<file path="src/design/flexfit_pkg.sv">
// flexfit_pkg: shared types and constants for the flexpage alignment fit core
// no dependencies; imported by flexfit_cell and flexpage_alignment_fit_core
package flexfit_pkg;

   // fixed field widths
   localparam int WORD_W      = 64;
   localparam int ORDER_W     = 6;
   localparam int ORDER_COUNT = 64;

   // stream word widths, padded to whole bytes
   localparam int REQ_W = 4 * WORD_W;
   localparam int RSP_W = 136;

   // configuration register indexes
   localparam logic CSR_MIN_ORDER = 1'b0;
   localparam logic CSR_MAX_ORDER = 1'b1;

   // register reset values
   localparam logic [ORDER_W-1:0] MIN_ORDER_RESET = 6'd12;
   localparam logic [ORDER_W-1:0] MAX_ORDER_RESET = 6'd22;

   // search wave handed from one order cell to the next
   typedef struct packed {
      logic               valid;
      logic               alive;
      logic [ORDER_W-1:0] best;
   } wave_type;

   // ones in the low 'order' bits
   function automatic logic [WORD_W-1:0] low_ones(input logic [ORDER_W-1:0] order);
      logic [WORD_W-1:0] mask;
      mask = (WORD_W'(1) << order) - WORD_W'(1);
      return mask;
   endfunction

endpackage

</file>
<file path="src/design/flexfit_cell.sv">
// flexfit_cell: one order of the search row, tests the aligned block at its order
// depends on flexfit_pkg (wave_type, widths)
module flexfit_cell
   import flexfit_pkg::*;
#(
   parameter int ORDER = 0
) (
   input  logic               clock,
   input  logic               reset,
   input  wave_type           wave_i,
   input  logic [WORD_W-1:0]  lbase,
   input  logic [WORD_W-1:0]  lstart,
   input  logic [WORD_W-1:0]  lend,
   input  logic               base_bit,
   input  logic [ORDER_W-1:0] min_order,
   output wave_type           wave_o
);

   localparam logic [ORDER_W-1:0] ORD  = ORDER_W'(ORDER);
   localparam logic [WORD_W-1:0]  SPAN = (WORD_W'(1) << ORDER) - WORD_W'(1);

   logic     fit;
   wave_type wave_in;
   wave_type wave_ff;

   // aligned block holding the local base lies inside the local region
   assign fit = ((lbase & ~SPAN) >= lstart) && ((lbase | SPAN) <= lend);

   // while both bases are still aligned to this order, take this order if it is
   // at or below the minimum or if the block fits
   always_comb begin
      wave_in       = wave_i;
      wave_in.alive = wave_i.alive && !base_bit;
      if (wave_i.alive && ((ORD <= min_order) || fit)) begin
         wave_in.best = ORD;
      end
   end

   always_ff @(posedge clock) begin
      if (reset) begin
         wave_ff.valid <= 1'b0;
      end else begin
         wave_ff.valid <= wave_in.valid;
      end
      wave_ff.alive <= wave_in.alive;
      wave_ff.best  <= wave_in.best;
   end

   assign wave_o = wave_ff;

endmodule

</file>
<file path="src/design/flexpage_alignment_fit_core.sv">
// flexpage_alignment_fit_core: top level, stream ports, sums, order cell row, result word
// depends on flexfit_pkg and flexfit_cell
//
// One request word gives a local region, a remote start and an offset; one
// response word gives the chosen mapping order and both bases rounded down to
// it. The block works on one word at a time: the cycle after acceptance a
// search wave enters a row of 64 order cells and moves up one cell per clock;
// the next request is taken once the response is loaded into the output
// register, which waits while that register holds an untaken response. A
// finished response may wait in the output register while the next request
// is taken. Addresses are reduced to ADDR_WIDTH bits. The user must write the order
// limits via the csr port only while the block is idle; the block does not enforce it.
module flexpage_alignment_fit_core
   import flexfit_pkg::*;
#(
   parameter int ADDR_WIDTH = 64
) (
   input  logic               clock,
   input  logic               reset,
   // request: local_start, local_end, remote_start, offset
   input  logic               req_tvalid,
   output logic               req_tready,
   input  logic [REQ_W-1:0]   req_tdata,
   // response: map_order, local_map_base, remote_map_base, zero pad
   output logic               rsp_tvalid,
   input  logic               rsp_tready,
   output logic [RSP_W-1:0]   rsp_tdata,
   // configuration
   input  logic               csr_we,
   input  logic               csr_addr,
   input  logic [ORDER_W-1:0] csr_wdata
);

   localparam int PAD_W = RSP_W - ORDER_W - 2 * WORD_W;

   logic                  busy_ff, busy_in;
   logic                  start_ff;
   logic [ADDR_WIDTH-1:0] lstart_ff, lend_ff, lbase_ff, rbase_ff;
   logic [ORDER_W-1:0]    min_ff, max_ff;
   logic                  fin_valid_ff, fin_valid_in;
   logic [ORDER_W-1:0]    fin_order_ff, fin_order_in;
   logic                  rsp_valid_ff, rsp_valid_in;
   logic [RSP_W-1:0]      rsp_data_ff;

   logic                  accept, load_rsp;
   logic [ADDR_WIDTH-1:0] in_lstart, in_lend, in_rstart, in_offset;
   logic [WORD_W-1:0]     lstart_w, lend_w, lbase_w, rbase_w, either_w;
   logic [WORD_W-1:0]     keep_mask;
   wave_type              wave [ORDER_COUNT+1];
   wave_type              last;

   // request fields reduced to the address width
   assign in_lstart = req_tdata[ADDR_WIDTH-1:0];
   assign in_lend   = req_tdata[WORD_W+ADDR_WIDTH-1:WORD_W];
   assign in_rstart = req_tdata[2*WORD_W+ADDR_WIDTH-1:2*WORD_W];
   assign in_offset = req_tdata[3*WORD_W+ADDR_WIDTH-1:3*WORD_W];

   assign req_tready = !busy_ff;
   assign accept     = req_tvalid && !busy_ff;
   assign last       = wave[ORDER_COUNT];
   assign load_rsp   = fin_valid_ff && (!rsp_valid_ff || rsp_tready);

   // configuration writes
   always_ff @(posedge clock) begin
      if (reset) begin
         min_ff <= MIN_ORDER_RESET;
         max_ff <= MAX_ORDER_RESET;
      end else if (csr_we) begin
         case (csr_addr)
            CSR_MIN_ORDER: min_ff <= csr_wdata;
            CSR_MAX_ORDER: max_ff <= csr_wdata;
            default: ;
         endcase
      end
   end

   // operand capture and base sums, held until the response is loaded
   always_ff @(posedge clock) begin
      if (accept) begin
         lstart_ff <= in_lstart;
         lend_ff   <= in_lend;
         lbase_ff  <= in_lstart + in_offset;
         rbase_ff  <= in_rstart + in_offset;
      end
   end

   assign lstart_w = WORD_W'(lstart_ff);
   assign lend_w   = WORD_W'(lend_ff);
   assign lbase_w  = WORD_W'(lbase_ff);
   assign rbase_w  = WORD_W'(rbase_ff);
   assign either_w = lbase_w | rbase_w;

   // wave enters the row at order zero
   always_comb begin
      wave[0].valid = start_ff;
      wave[0].alive = 1'b1;
      wave[0].best  = '0;
   end

   // row of order cells
   for (genvar k = 0; k < ORDER_COUNT; k++) begin : g_cell
      flexfit_cell #(
         .ORDER(k)
      ) u_cell (
         .clock     (clock),
         .reset     (reset),
         .wave_i    (wave[k]),
         .lbase     (lbase_w),
         .lstart    (lstart_w),
         .lend      (lend_w),
         .base_bit  (either_w[k]),
         .min_order (min_ff),
         .wave_o    (wave[k+1])
      );
   end

   // control next values
   always_comb begin
      busy_in = busy_ff;
      if (accept) begin
         busy_in = 1'b1;
      end else if (load_rsp) begin
         busy_in = 1'b0;
      end

      fin_valid_in = fin_valid_ff;
      if (last.valid) begin
         fin_valid_in = 1'b1;
      end else if (load_rsp) begin
         fin_valid_in = 1'b0;
      end

      rsp_valid_in = rsp_valid_ff;
      if (load_rsp) begin
         rsp_valid_in = 1'b1;
      end else if (rsp_tready) begin
         rsp_valid_in = 1'b0;
      end

      // final cap on the order
      fin_order_in = (last.best > max_ff) ? max_ff : last.best;
   end

   always_ff @(posedge clock) begin
      if (reset) begin
         busy_ff      <= 1'b0;
         start_ff     <= 1'b0;
         fin_valid_ff <= 1'b0;
         rsp_valid_ff <= 1'b0;
      end else begin
         busy_ff      <= busy_in;
         start_ff     <= accept;
         fin_valid_ff <= fin_valid_in;
         rsp_valid_ff <= rsp_valid_in;
      end
   end

   // result order and response word
   assign keep_mask = ~low_ones(fin_order_ff);

   always_ff @(posedge clock) begin
      if (last.valid) begin
         fin_order_ff <= fin_order_in;
      end
      if (load_rsp) begin
         rsp_data_ff <= {{PAD_W{1'b0}}, rbase_w & keep_mask, lbase_w & keep_mask,
                         fin_order_ff};
      end
   end

   assign rsp_tvalid = rsp_valid_ff;
   assign rsp_tdata  = rsp_data_ff;

   // at most one cell carries the wave
   logic [ORDER_COUNT-1:0] cell_valid;
   for (genvar k = 0; k < ORDER_COUNT; k++) begin : g_valid
      assign cell_valid[k] = wave[k+1].valid;
   end

   a_single_wave: assert property (@(posedge clock) disable iff (reset)
      $onehot0({start_ff, cell_valid}))
      else $error("more than one search wave in the cell row");

   a_fin_busy: assert property (@(posedge clock) disable iff (reset)
      fin_valid_ff |-> busy_ff)
      else $error("finished order held while not busy");

   a_wave_end: assert property (@(posedge clock) disable iff (reset)
      last.valid |-> (busy_ff && !fin_valid_ff))
      else $error("search wave finished with no free result slot");

   a_start_busy: assert property (@(posedge clock) disable iff (reset)
      start_ff |-> (busy_ff && !fin_valid_ff && !(|cell_valid)))
      else $error("search started while a wave or result was pending");

endmodule
</file>
<file path="config.mk">
export PLATFORM = sky130hd
export DESIGN_NAME = flexpage_alignment_fit_core
export DESIGN_NICKNAME = d
export VERILOG_FILES = /design/src/design/flexfit_pkg.sv /design/src/design/flexfit_cell.sv /design/src/design/flexpage_alignment_fit_core.sv
export SDC_FILE = /design/constraint.sdc
export NUM_CORES = 2
export LEC_CHECK = 0
export BUFFER_PORTS_ARGS = -buffer_cell sky130_fd_sc_hd__buf_4
export CORE_ASPECT_RATIO = 1.4
export CORE_MARGIN = 5
export CORE_UTILIZATION = 54
export CTS_CLUSTER_SIZE = 40
export DETAILED_ROUTE_END_ITERATION = 16
export GPL_ROUTABILITY_DRIVEN = 1
export PLACE_DENSITY = 0.8
export SETUP_SLACK_MARGIN = 0.02
export SYNTH_ARGS = -nofsm -noshare
export SYNTH_HDL_FRONTEND = slang
export SYNTH_SLANG_ARGS = --single-unit
export TNS_END_PERCENT = 1
</file>
<file path="constraint.sdc">
create_clock -name clock -period 15.35 [get_ports clock]
set_clock_uncertainty 0.2 [all_clocks]
set_input_delay 3.07 -clock clock [delete_from_list [all_inputs] [get_ports clock]]
set_output_delay 3.07 -clock clock [all_outputs]
set_load 0.02 [all_outputs]
</file>
After elaboration in Yosys (flattened, before gate mapping) --
Index checks and enable logic that the tools add are counted.
Storage, ports and cells: register bits after elaboration 917, input port bits 268, output and inout port bits 138, word-level logic and storage cells 732
Cells by class: add/sub/neg operators 3, order comparisons 190, shift operators 1, multiplexer cells 7, bitwise gates (word level) 5, reduce and logical (&&, ||, !) cells 324
Operators with widths (number):
- 64-bit >= comparator | 63
- 64-bit less-or-equal comparator | 63
- 6-bit less-or-equal comparator, first input constant | 32
- 1-bit logical AND | 190
- 64-bit adder | 2
- 64-bit bitwise AND | 2
- 5-bit by 6-bit less-or-equal comparator with 1-bit output, first input constant | 16
- 1-bit zero test | 65
- 1-bit logical OR | 64
- 64-bit NOT | 1
- 1-bit by 6-bit << shifter with 64-bit output, first input constant | 1
- 64-bit by 2-bit subtractor with 64-bit output, second input constant | 1
- 63-bit OR | 1
- 4-bit by 6-bit less-or-equal comparator with 1-bit output, first input constant | 8
- 3-bit by 6-bit less-or-equal comparator with 1-bit output, first input constant | 4
- 2-bit by 6-bit less-or-equal comparator with 1-bit output, first input constant | 2
- 6-bit greater-than comparator | 1
- 1-bit by 6-bit less-or-equal comparator with 1-bit output, first input constant | 1
- 1-bit 2-to-1 mux | 6
- 6-bit 2-to-1 mux | 1
- 2-bit nonzero test | 3
- 2-bit AND reduction | 2
- 1-bit NOT | 1

Longest topological paths before layout --
depth in word-level cells 5, depth in mapped cells 15, depth with buffers taken out 14

Worst setup path after synthesis --
No wires, ideal clock.
kind input port to flip-flop, start input port req_tvalid, end register lbase_ff[0], enable pin, setup time 0.910 ns, data arrival time 14.105 ns, data required time 14.240 ns, slack 0.135 ns, cell stages on the path 1, buffers on the path 0, path through nor2b_1
On the way: longest elaborated chain between the ends 1
Ends and longest elaborated chain:
- start: declaration | RTL line flexpage_alignment_fit_core.sv:21 | input logic req_tvalid,
- 1-bit logical AND | RTL line flexpage_alignment_fit_core.sv:59 | assign accept = req_tvalid && !busy_ff;
- end signal: assignment | RTL line flexpage_alignment_fit_core.sv:82 | lbase_ff <= in_lstart + in_offset;
- end: declaration | RTL line flexpage_alignment_fit_core.sv:38 | logic [ADDR_WIDTH-1:0] lstart_ff, lend_ff, lbase_ff, rbase_ff;
Every way passes these cells. A chain may end at the register's enable or synchronous reset.

Worst setup path after layout --
start input port req_tdata[192], end register rbase_ff[60], data pin
On the way: longest elaborated chain between the ends 1
Ends and longest elaborated chain:
- start: declaration | RTL line flexpage_alignment_fit_core.sv:23 | input logic [REQ_W-1:0] req_tdata,
- 64-bit adder | RTL line flexpage_alignment_fit_core.sv:83 | rbase_ff <= in_rstart + in_offset;
- end signal: assignment | RTL line flexpage_alignment_fit_core.sv:83
- end: declaration | RTL line flexpage_alignment_fit_core.sv:38
Every way passes these cells.

==> results.ini <==
[floorplan]
core_area_um2=79070
num_rows=122
fp.dieH_um=343.9
dieArea_um2=85480
start_util_pct=54.40
design.portCount=406
die_w_um=248.5

[worst_setup_path]
crit_path_max_fanout=6
reg2reg_depth=13
critPathCaptureType=register
slowest_delay_ns=0.95
path_buf_inv=3
cp_common_cell=a21oi_1
reg2reg_from=lend_ff[31]$_DFFE_PP_
path_cells=buf_4 > ha_1 > inv_1 > fa_1 > nand2b_1 > a21oi_1 > o21ai_0 > a311oi_1 > o311ai_0 > buf_4 > a31oi_1 > a21oi_1 > o21ai_1 > a21oi_1 > o21ai_0 > xor2_1
start_kind=input pin
path_class=input pin to register
critPathRequiredTime_ns=15.56
path_depth=16
cp_slowest_cell=a311oi_1
reg2reg_to=g_cell[14].u_cell.wave_o[0]$_SDFF_PP0_
cp.arrival_ns=7.92
crit_family=compound AO/OA/AOI/OAI gates
rrSetupSlack_ns=10.12

[timing]
tightest_slew_ns=1.165
rsz0062_at_grt=false
min_period_ns=7.711
post-route-period-util_pct=50.24
fmax_mhz=129.7
setup-violations-final=0
final_hold_viol_count=0
maxSlewViolCount=0
fin_tns_setup_ns=0
relSlewSlack_pct=22.02

[min_path]
hold_path_class=register to register
holdPathStages=1
hp-start=g_cell[46].u_cell.wave_o[3]$_SDFF_PP1_
hold_end=g_cell[47].u_cell.wave_o[3]$_SDFF_PP1_

[routing]
first_pass_iters=6
vias=35664
drt_wl_total_mm=153.9
avgViaCountPerCell=6.055
drcViolationCount=0
avgRoutedWirePerCell_um=26.13
drtIter0Drc=3459
detail-route-antenna-nets=0

[synthesis]
avgSynthCellArea_um2=9.843
ys_top_cells_by_count=dfxtp_1, edfxtp_1, a21oi_1
synth_flop_cell=dfxtp_1
synth_area_leaders=edfxtp_1, dfxtp_1, ha_1, a21oi_1, o21ai_0
syn_area_um2=43020
async_reset_ff_share_pct=0
seq_area_frac_synth_pct=49.24
synth_edf_count=396
synthCells=4370
ys.warnings.count=0
synth_top_area_share_pct=27.64
ys_seq_elements=860
yosys.area.top_type=edfxtp_1
yosysUniqueCellTypes=97
yosysMostFrequentCell=dfxtp_1

[clock_tree]
clk_pin_slew_ns=0.07
cts_root_buffer=clkbuf_16
post-cts-setup-buffer-count=0
clock_sink_count=860
insertion_delay_ns=0.68
cts_resized=0
cts.hold.buffers_added=0
htree_levels=3
clockBufferDepth=3
cts_buffers=82
cts_tree=yes

[place]
hpwl_mm=121.9
port_buffers=403
place_congestion=1.010
dp.cells=5734

[finish]
area_growth_pct=16.38
nets=5355
layout.cells.non_filler=5890
area.sequential_um2=21180
nFillCells=6560
drive_gt1_share_pct=14.54
multi_input_area_um2=20240

[global_route]
grt_start_max_net_pins=161
grt_antenna_before_repair=7
globalRouteTotalUtil_pct=34.32
grt_pass1_wl_mm=220.4
grt-ovfl-total=0
grt_pass1_vias=34896

[power_and_ir_drop]
power.leakage_nw=21.73
p_per_area_nw_per_um2=112.7
peakVddDrop_mv=0.08770

[run]
max_cap_violations=0

[run_status]
outcome=finished clean

flip-flops by register name, summed over array words and instances, names as in the netlist:
signal                flops
g_cell.u_cell.wave_o    448
rsp_tdata               134
lbase_ff                 64
lend_ff                  64
lstart_ff                64
rbase_ff                 64
fin_order_ff              6
max_ff                    6
min_ff                    6
busy_ff                   1
fin_valid_ff              1
rsp_tvalid                1
start_ff                  1
layout by cell type, fill, tap and decap left out, types with 14 or more instances in the layout:
cell / instances
a211oi_1: 14
a21boi_0: 36
a21o_1: 128
a21oi_1: 379
a31oi_1: 42
and2_1: 159
and3_1: 76
buf_4: 433
clkbuf_16: 94
dfxtp_1: 464
edfxtp_1: 396
ha_1: 321
inv_1: 292
nand2_1: 274
nand2b_1: 134
nand3_1: 106
nand4_1: 91
nor2_1: 256
nor2b_1: 158
nor3_1: 70
nor3b_1: 59
nor4_1: 25
o21a_1: 31
o21ai_0: 268
o21bai_1: 28
o22ai_1: 19
or2_1: 15
or2_2: 76
or3_1: 18
xnor2_1: 79
xor2_1: 47
routing by layer:
layer  global-route usage, %  vias to the layer above  share of wire, %
li1                        -                    16332                 -
met1                   40.53                    17029                37
met2                   58.10                     1816                47
met3                   6.569                      485               8.3
met4                   21.29                        2               7.5
met5                       0                        -             0.013
where the power goes:
part	leakage, nW	switching [mW]	internal, mW
combinational	12.8	0.546	0.334
sequential	7.46	0.0985	2.50
clock	1.46	0.953	1.21
cell families (layout without fill, tap and decap cells):
| logic type | Yosys count | count (layout) | share of synthesized area, % |
|---|---|---|---|
| xor gates and xnor gates | 126 | 126 | 2.566 |
| adders and majority gates | 323 | 323 | 9.430 |
| DFF | 860 | 860 | 49.24 |
| and+or+nand+nor | 1567 | 1567 | 19.76 |
| buffers and inverters | 416 | 879 | 3.773 |
| AOI/OAI and AO/OA | 1076 | 1076 | 15.19 |
| other | 1 | 4 | 0.008718 |
| muxes | 1 | 1 | 0.02618 |
worst max path at each step:
stage,from,to
after global routing,req_tdata[192],rbase_ff[60]$_DFFE_PP_
after global placement,req_tdata[192],rbase_ff[60]$_DFFE_PP_
final,req_tdata[192],rbase_ff[60]$_DFFE_PP_
after CTS,req_tdata[192],rbase_ff[60]$_DFFE_PP_
after detailed placement,req_tdata[192],rbase_ff[60]$_DFFE_PP_
after floorplan,req_tvalid,lbase_ff[0]$_DFFE_PP_
through the flow:
stage	util, %	setup slack [ns]	instance area, um2	hold WS [ns]	power (mW)
after global placement	59.57	7.226	47100	0.1877	3.491
after global routing	63.31	7.615	50060	0.2052	5.829
final	63.31	7.639	50060	0.1975	5.640
after detailed placement	59.57	7.172	47100	0.1909	3.497
after floorplan	-	0.1348	43020	0.1855	3.164
after CTS	63.31	7.881	50060	0.1970	5.637
layout make-up:
class	instances	area share [%]
multi-input combinational	3095	40.43
antenna	2	0.009997
timing repair buffer	434	6.533
clock buffer	115	5.096
clock inverter	39	0.8073
tap	1054	2.634
inverter	291	2.182
sequential	860	42.31
No activity file was read; power rests on OpenSTA's default activity.
